## src/rtl/asm_pkg.sv

```systemverilog
// asm_pkg: shared types and constants for the analog similarity metric.
// No dependencies.
package asm_pkg;
    localparam int FRACTION_BITS = 16;
    localparam int WEIGHT_FRACTION = 12;
    localparam int SUM_W = 48;
    localparam logic [SUM_W-1:0] SUM_MAX = {SUM_W{1'b1}};
    localparam logic [32:0] ANGLE_FULL = 33'(360) << FRACTION_BITS;

    typedef enum logic [3:0] {
        S_IDLE, S_SQ, S_MEAN, S_ROOT, S_MUL, S_DIV, S_ADD, S_OUT
    } t_state;

    // multiply request between sequencer and the serial multiplier
    typedef struct packed {
        logic        start;
        logic [63:0] a;
        logic [31:0] b;
    } t_mul_req;

    typedef struct packed {
        logic        done;
        logic [95:0] p;
    } t_mul_rsp;
endpackage

```

## src/rtl/asm_serial_mul.sv

```systemverilog
// asm_serial_mul: shift-and-add multiplier, one bit of b per cycle.
// Depends on asm_pkg.
module asm_serial_mul (
    input  logic              i_clk,
    input  logic              i_rst_n,
    input  asm_pkg::t_mul_req i_req,
    output asm_pkg::t_mul_rsp o_rsp
);
    import asm_pkg::*;

    logic [95:0] r_acc, n_acc;
    logic [63:0] r_a, n_a;
    logic [31:0] r_b, n_b;
    logic [5:0]  r_cnt, n_cnt;
    logic        r_busy, n_busy, r_done, n_done;

    always_comb begin
        n_acc = r_acc; n_a = r_a; n_b = r_b; n_cnt = r_cnt;
        n_busy = r_busy; n_done = 1'b0;
        if (i_req.start) begin
            n_acc = '0; n_a = i_req.a; n_b = i_req.b; n_cnt = 6'd32; n_busy = 1'b1;
        end else if (r_busy) begin
            // acc = 2*acc + partial product: process msb first
            n_acc = {r_acc[94:0], 1'b0} + (r_b[31] ? {32'd0, r_a} : 96'd0);
            n_b = {r_b[30:0], 1'b0};
            n_cnt = r_cnt - 6'd1;
            if (r_cnt == 6'd1) begin
                n_busy = 1'b0; n_done = 1'b1;
            end
        end
    end

    always_ff @(posedge i_clk) begin
        if (!i_rst_n) begin
            r_busy <= 1'b0; r_done <= 1'b0; r_cnt <= '0;
        end else begin
            r_busy <= n_busy; r_done <= n_done; r_cnt <= n_cnt;
        end
        r_acc <= n_acc; r_a <= n_a; r_b <= n_b;
    end

    assign o_rsp.done = r_done;
    assign o_rsp.p    = r_acc;
endmodule

```

## src/rtl/analog_similarity_metric_top.sv

```systemverilog
// analog_similarity_metric_top: weighted analog distance accumulator.
// Depends on asm_pkg and asm_serial_mul.
//
// channel | direction | handshake             | payload
// input   | in        | i_valid / o_stall     | window, mask, weight, spread, flags
// output  | out       | o_valid / i_stall     | o_similarity, o_saturated
//
// One transaction at a time. A skipped parameter goes from S_IDLE to S_OUT and back
// to S_IDLE. A counted one keeps o_stall high through the serial squares of each
// valid pair, the pair scan, mean, root, weight product, divide and add; the
// multiplier is bit-serial, and the mean, root and divide produce one bit per cycle.
// Reset (synchronous, active low) clears the sum, flag, output valid and sequencer.
// A result held by i_stall stays in the output register while new transactions
// are taken; only a following last parameter waits in S_OUT until it is taken.
module analog_similarity_metric_top (
    input  logic        i_clk,
    input  logic        i_rst_n,
    input  logic        i_valid,
    output logic        o_stall,
    input  logic [31:0] i_search_early,
    input  logic [31:0] i_search_centre,
    input  logic [31:0] i_search_late,
    input  logic [31:0] i_test_early,
    input  logic [31:0] i_test_centre,
    input  logic [31:0] i_test_late,
    input  logic [2:0]  i_pair_valid,
    input  logic        i_circular,
    input  logic [15:0] i_weight,
    input  logic [31:0] i_spread,
    input  logic        i_observation_valid,
    input  logic        i_last_parameter,
    output logic        o_valid,
    input  logic        i_stall,
    output logic [47:0] o_similarity,
    output logic        o_saturated
);
    import asm_pkg::*;

    t_state r_state, n_state;
    logic [32:0] r_abs [3], n_abs [3];   // absolute (folded) differences
    logic [2:0]  r_mask, n_mask;
    logic [15:0] r_weight, n_weight;
    logic [31:0] r_spread, n_spread;
    logic        r_last, n_last;
    logic [1:0]  r_k, n_k;               // pair index
    logic [1:0]  r_count, n_count;
    logic [65:0] r_ssum, n_ssum;         // sum of squares
    logic [6:0]  r_i, n_i;               // serial loop counter
    logic [63:0] r_q, n_q;               // mean, then root work
    logic [1:0]  r_rem2, n_rem2;
    logic [65:0] r_rrem, n_rrem;         // root remainder
    logic [31:0] r_root, n_root;
    logic [47:0] r_num, n_num;
    logic [47:0] r_dq, n_dq;
    logic [47:0] r_drem, n_drem;
    logic        r_over, n_over;
    logic [47:0] r_sum, n_sum;
    logic        r_sat, n_sat;
    logic        r_ovalid, n_ovalid;
    logic [47:0] r_osim, n_osim;
    logic        r_osat, n_osat;
    logic        r_mwait, n_mwait;

    t_mul_req mul_req;
    t_mul_rsp mul_rsp;

    asm_serial_mul u_mul (.i_clk(i_clk), .i_rst_n(i_rst_n), .i_req(mul_req), .o_rsp(mul_rsp));

    function automatic logic [32:0] fold(input logic [31:0] s, input logic [31:0] t,
                                         input logic circ);
        logic signed [32:0] d;
        logic [32:0] a, b;
        d = $signed({s[31], s}) - $signed({t[31], t});
        a = d[32] ? 33'(-d) : 33'(d);
        b = (a >= ANGLE_FULL) ? a - ANGLE_FULL : ANGLE_FULL - a;
        if (circ && b < a) a = b;
        return a;
    endfunction

    logic        acc_in;
    logic [65:0] rtrial;
    logic [2:0]  mtrial;
    logic [48:0] dtrial;
    logic [47:0] den_lo;
    logic [43:0] den_full;
    logic [47:0] sum_add;
    logic        sum_c;

    assign acc_in = i_valid && !o_stall;
    assign o_stall = (r_state != S_IDLE);
    assign den_full = {i_spread, 12'd0};
    assign den_lo = {4'd0, r_spread, 12'd0};

    always_comb begin
        n_state = r_state; n_abs = r_abs; n_mask = r_mask; n_weight = r_weight;
        n_spread = r_spread; n_last = r_last; n_k = r_k; n_count = r_count;
        n_ssum = r_ssum; n_i = r_i; n_q = r_q; n_rem2 = r_rem2; n_rrem = r_rrem;
        n_root = r_root; n_num = r_num; n_dq = r_dq; n_drem = r_drem; n_over = r_over;
        n_sum = r_sum; n_sat = r_sat; n_ovalid = r_ovalid; n_osim = r_osim;
        n_osat = r_osat; n_mwait = r_mwait;
        mul_req = '0;
        rtrial = '0; mtrial = '0; dtrial = '0; sum_add = '0; sum_c = 1'b0;
        if (r_ovalid && !i_stall) n_ovalid = 1'b0;
        unique case (r_state)
            S_IDLE: begin
                if (acc_in) begin
                    n_abs[0] = fold(i_search_early, i_test_early, i_circular);
                    n_abs[1] = fold(i_search_centre, i_test_centre, i_circular);
                    n_abs[2] = fold(i_search_late, i_test_late, i_circular);
                    n_mask = i_pair_valid; n_weight = i_weight; n_spread = i_spread;
                    n_last = i_last_parameter; n_k = 2'd0; n_count = 2'd0;
                    n_ssum = '0; n_mwait = 1'b0;
                    if (i_weight != 0 && i_observation_valid && i_spread != 0
                        && i_pair_valid != 0 && den_full != 0)
                        n_state = S_SQ;
                    else
                        n_state = S_OUT;
                end
            end
            S_SQ: begin
                if (!r_mwait) begin
                    if (r_k == 2'd3) begin
                        n_state = S_MEAN; n_i = 7'd66; n_q = '0; n_rem2 = '0;
                    end else if (r_mask[r_k]) begin
                        mul_req.start = 1'b1;
                        mul_req.a = {31'd0, r_abs[r_k]};
                        mul_req.b = r_abs[r_k][31:0];
                        n_mwait = 1'b1;
                    end else begin
                        n_k = r_k + 2'd1;
                    end
                end else if (mul_rsp.done) begin
                    // a*b[31:0] plus a*b[32]*2^32 covers the 33-bit square
                    n_ssum = r_ssum + 66'(mul_rsp.p)
                           + (r_abs[r_k][32] ? (66'(r_abs[r_k]) << 32) : 66'd0);
                    n_count = r_count + 2'd1;
                    n_k = r_k + 2'd1; n_mwait = 1'b0;
                end
            end
            S_MEAN: begin
                mtrial = {r_rem2, r_ssum[65]};
                n_ssum = {r_ssum[64:0], 1'b0};
                n_q = {r_q[62:0], 1'b0};
                if (mtrial >= {1'b0, r_count}) begin
                    n_rem2 = 2'(mtrial - {1'b0, r_count});
                    n_q[0] = 1'b1;
                end else begin
                    n_rem2 = mtrial[1:0];
                end
                n_i = r_i - 7'd1;
                if (r_i == 7'd1) begin
                    n_state = S_ROOT; n_i = 7'd32; n_rrem = '0; n_root = '0;
                end
            end
            S_ROOT: begin
                // two bits of radicand per cycle
                rtrial = {r_rrem[63:0], r_q[63:62]};
                n_q = {r_q[61:0], 2'b00};
                if (rtrial >= {32'd0, r_root, 2'b01}) begin
                    n_rrem = rtrial - {32'd0, r_root, 2'b01};
                    n_root = {r_root[30:0], 1'b1};
                end else begin
                    n_rrem = rtrial;
                    n_root = {r_root[30:0], 1'b0};
                end
                n_i = r_i - 7'd1;
                if (r_i == 7'd1) begin
                    n_state = S_MUL; n_mwait = 1'b0;
                end
            end
            S_MUL: begin
                if (!r_mwait) begin
                    mul_req.start = 1'b1;
                    mul_req.a = {48'd0, r_weight};
                    mul_req.b = r_root;
                    n_mwait = 1'b1;
                end else if (mul_rsp.done) begin
                    n_num = mul_rsp.p[47:0];
                    n_mwait = 1'b0; n_state = S_DIV; n_i = 7'd64;
                    n_dq = '0; n_drem = '0; n_over = 1'b0;
                end
            end
            S_DIV: begin
                dtrial = {r_drem, (r_i > 7'd16) ? r_num[47] : 1'b0};
                if (r_i > 7'd16) n_num = {r_num[46:0], 1'b0};
                if (r_dq[47]) n_over = 1'b1;
                n_dq = {r_dq[46:0], 1'b0};
                if (dtrial >= {1'b0, den_lo}) begin
                    n_drem = 48'(dtrial - {1'b0, den_lo});
                    n_dq[0] = 1'b1;
                end else begin
                    n_drem = dtrial[47:0];
                end
                n_i = r_i - 7'd1;
                if (r_i == 7'd1) n_state = S_ADD;
            end
            S_ADD: begin
                {sum_c, sum_add} = {1'b0, r_sum} + {1'b0, (r_over ? SUM_MAX : r_dq)};
                if (r_over) n_sat = 1'b1;
                if (sum_c) begin
                    n_sum = SUM_MAX; n_sat = 1'b1;
                end else begin
                    n_sum = sum_add;
                end
                n_state = S_OUT;
            end
            S_OUT: begin
                // a new result waits here while the previous one is still stalled
                if (!r_last) begin
                    n_state = S_IDLE;
                end else if (!(r_ovalid && i_stall)) begin
                    n_osim = n_sum; n_osat = n_sat; n_ovalid = 1'b1;
                    n_sum = '0; n_sat = 1'b0;
                    n_state = S_IDLE;
                end
            end
            default: n_state = S_IDLE;
        endcase
    end

    always_ff @(posedge i_clk) begin
        if (!i_rst_n) begin
            r_state <= S_IDLE; r_sum <= '0; r_sat <= 1'b0; r_ovalid <= 1'b0;
            r_mwait <= 1'b0;
        end else begin
            r_state <= n_state; r_sum <= n_sum; r_sat <= n_sat; r_ovalid <= n_ovalid;
            r_mwait <= n_mwait;
        end
        r_abs <= n_abs; r_mask <= n_mask; r_weight <= n_weight; r_spread <= n_spread;
        r_last <= n_last; r_k <= n_k; r_count <= n_count; r_ssum <= n_ssum;
        r_i <= n_i; r_q <= n_q; r_rem2 <= n_rem2; r_rrem <= n_rrem; r_root <= n_root;
        r_num <= n_num; r_dq <= n_dq; r_drem <= n_drem; r_over <= n_over;
        r_osim <= n_osim; r_osat <= n_osat;
    end

    assign o_valid = r_ovalid;
    assign o_similarity = r_osim;
    assign o_saturated = r_osat;
endmodule

```

## config.mk

```make
export PLATFORM = sky130hd
export DESIGN_NAME = analog_similarity_metric_top
export DESIGN_NICKNAME = d
export VERILOG_FILES = /design/src/rtl/asm_pkg.sv /design/src/rtl/asm_serial_mul.sv /design/src/rtl/analog_similarity_metric_top.sv
export SDC_FILE = /design/constraint.sdc
export NUM_CORES = 2
export LEC_CHECK = 0
export BUFFER_PORTS_ARGS = -buffer_cell sky130_fd_sc_hd__clkbuf_2
export CORE_MARGIN = 3
export CORE_UTILIZATION = 50
export DETAILED_ROUTE_END_ITERATION = 10
export PLACE_DENSITY = 0.71
export SKIP_CTS_REPAIR_TIMING = 1
export SYNTH_ARGS = -nofsm -noshare
export SYNTH_HDL_FRONTEND = slang
export SYNTH_SLANG_ARGS = --single-unit
```

## constraint.sdc

```tcl
create_clock -name i_clk -period 12.8 [get_ports i_clk]
set_input_delay 0.64 -clock i_clk [delete_from_list [all_inputs] [get_ports i_clk]]
set_output_delay 0.64 -clock i_clk [all_outputs]
set_load 0.01 [all_outputs]
```

==> results.txt <==
status = completed
Final Setup Violations = 0
Ys Warns = 0
Slew headroom = 17.6%
Pwr Total = 13.8 mW
Seq/Total Area, Yosys = 37.4%
hold crit path type = input pin to flop
mean routed wirelength per cell = 18.2 µm
Final Hold Viols = 0
max_cap viols = 0
CP required = 13,170 ps
row count = 125
post-route ant nets = 0
sw power = 5.80 mW
Port Buffers = 300
ranking of synthesized cells by area = edfxtp_1 33%, ha_1 9.5%, xnor2_1 4.9%
Area Growth Syn to Fin = 9.71%
met3 global-route usage = 2.67%
Crit path max-delay family = compound AO/OA/AOI/OAI gates
GRT overflow = 0
switching share of power = 42.0%
GRT busiest layer = met2
clock group share of total power = 18.1%
maximum vdd drop = 177 µV
post-synthesis xor/xnor area fraction = 8.04%
Adder-Cell Fraction of Synth Area = 10.8%
max-slew violations = 0
Max FO, Critical Path = 33
die area = 0.122 mm²
RSZ-0062 raised after global routing = no
Synth Flop Type = edfxtp_1
max incr delay on CP = 950 ps
io pins = 301
WP data arrival = 10,400 ps
Worst Setup End Kind = flop
Max Clock Skew = 27.4 ps
WHS = 203 ps
mux share of post-synthesis cell area = 2.11%
insertion delay to the later sink of the worst-skew pair = 640 ps
nets@finish = 7,291
met1 Use GR = 31.7%
CTS Buf Count = 84
logic gate share of total power = 50.7%
TritonCTS clock tree = done
syn avg cell area = 9.26 µm²
crit path time final = 10,030 ps
Fmax = 99.7 MHz
CP Class = input pin to flop
most frequent cells in the layout = 649 x edfxtp_1, 571 x nor2_1, 517 x nand2_1
synthesized area = 0.0590 mm²
share of layout cells above drive strength 1 = 10.6%
drt via density = 5.92
clk buf depth = 3
die height = 350 µm
commonest non-fill, non-tap cell in the layout = edfxtp_1
most used cell, CP = o21a_1
Flop pwr share = 31.2%
vias after detailed routing = 48.2k
Post-synth ARST share = 0%
fin crit share = 78.4%
Post-DP HPWL = 110 mm
Startpoint Class = input pin
Initial Util = 50.6%
DRT Wirelength = 148 mm
synthesized net count = 7,109
met2 Track Usage GR = 39.5%
setup total negative slack = 0 ps
Filler cells = 10.2k
# clock sinks = 777
Crit-path slowest cell = nor3_1
compound-cell area share of the yosys netlist = 19.2%
Worst-path clk slew = 60 ps
clock root buffer = clkbuf_16
H-tree depth = 3
vias in the first global route = 45.7k
Worst Tran Pin Value = 1230 ps
DRC = 0
Cell Int Power = 8.02 mW
#FFs+latches synth = 777
PD cells = 213 mW/mm²
Die X = 350 µm
Post-synth EDFFs = 649
Distinct cells, synth = 123
WP buf/inv = 5
global-route wire length before repair = 238 mm
Synth Area in Simple Gates = 18.5%
Syn Inst Count = 6,372
core area = 0.117 mm²
TritonRoute pass-1 iters = 6
Placer Congestion = 0.925
P_leak = 26.3 nW
Total GRT Usage = 23.5%
largest area contributor in the netlist = edfxtp_1
largest net degree at the start of global routing = 105
initial antenna violation count = 3
Synth top area share = 33.0%
Initial DRC Count = 3,645
largest family of logic cells by synthesized area = compound AO/OA/AOI/OAI gates
kinds of logic (layout without fill, tap and decap cells):
| family | after synthesis | in the layout |
|---|---|---|
| xor+xnor | 536 | 536 |
| other cells | 0 | 1 |
| compound gates | 1710 | 1710 |
| fa+ha+maj | 487 | 487 |
| mux | 121 | 121 |
| simple gates | 2153 | 2153 |
| flops | 777 | 777 |
| buf+inv | 588 | 840 |
path summary, 6_finish.rpt:
kind,start,endpoint,slack (ps),depth (start not counted)
max reg2reg,r_k[1],r_ssum[64],6110,20
min reg2reg,r_sat,o_saturated,440,0
min,i_last_parameter,r_last,200,1
max,i_test_centre[31],r_abs[53],2770,42
layout make-up:
class	instances	area, µm²	area share, %
flip-flops and latches	777	22100	34.1
well taps	1524	1910	2.95
multi-input cells	5007	34800	53.8
clock inverters	39	483	0.746
diodes	1	2.50	0.00387
inverters	336	1260	1.95
clock buffers	117	2350	3.63
repair buffers	348	1860	2.88
layer usage:
layer	up-vias	wire length [µm]	share of wire [%]
met5	-	13	0.0088
met4	2	4560	3.1
met3	206	8820	6.0
met2	1379	68700	46
met1	22900	65800	44
li1	23700	-	-
Yosys cell counts, types with 86 or more instances:
| cell | count |
|---|---|
| edfxtp_1 | 649 |
| nor2_1 | 573 |
| nand2_1 | 518 |
| a21oi_1 | 507 |
| ha_1 | 447 |
| xnor2_1 | 333 |
| inv_1 | 332 |
| o21ai_0 | 318 |
| clkbuf_1 | 198 |
| xor2_1 | 196 |
| a21o_1 | 183 |
| and2_1 | 143 |
| nand3_1 | 134 |
| nor3_1 | 130 |
| dfxtp_1 | 128 |
| nor2b_1 | 107 |
| mux2i_1 | 105 |
| nand2b_1 | 86 |
through the flow:
step	cells	cell area (µm²)	utilization, %	worst slack [ps]
final	8149	64700	55.5	2770
after global routing	8148	64700	55.5	1780
after CTS	8148	64700	55.5	2960
after detailed placement	7992	61900	53.1	2310
after global placement	7992	61900	53.1	2520
after floorplan	6372	59000	-	3340
flip-flops by register name (all words and copies together), names as in the netlist, 3 cells and up:
| name | flops |
|---|---|
| r_abs | 99 |
| r_ssum | 66 |
| u_mul.r_acc | 66 |
| r_q | 64 |
| r_rrem | 64 |
| o_similarity | 48 |
| r_dq | 48 |
| r_drem | 48 |
| r_num | 48 |
| r_sum | 48 |
| u_mul.r_a | 33 |
| r_root | 32 |
| r_spread | 32 |
| u_mul.r_b | 32 |
| r_weight | 16 |
| r_i | 7 |
| u_mul.r_cnt | 6 |
| r_mask | 3 |
| r_state | 3 |
power by group through the flow:
stage | sequential (mW) | combinational (mW) | clock (mW)
6_report | 4.32 | 7.00 | 2.50
5_1_grt | 4.39 | 7.82 | 2.65
4_1_cts | 4.31 | 6.94 | 2.55
3_5_place_dp | 4.35 | 6.88 | 0
3_3_place_gp | 4.34 | 6.71 | 0
2_1_floorplan | 4.18 | 5.39 | 0
Power figures use the tool's default switching activity.
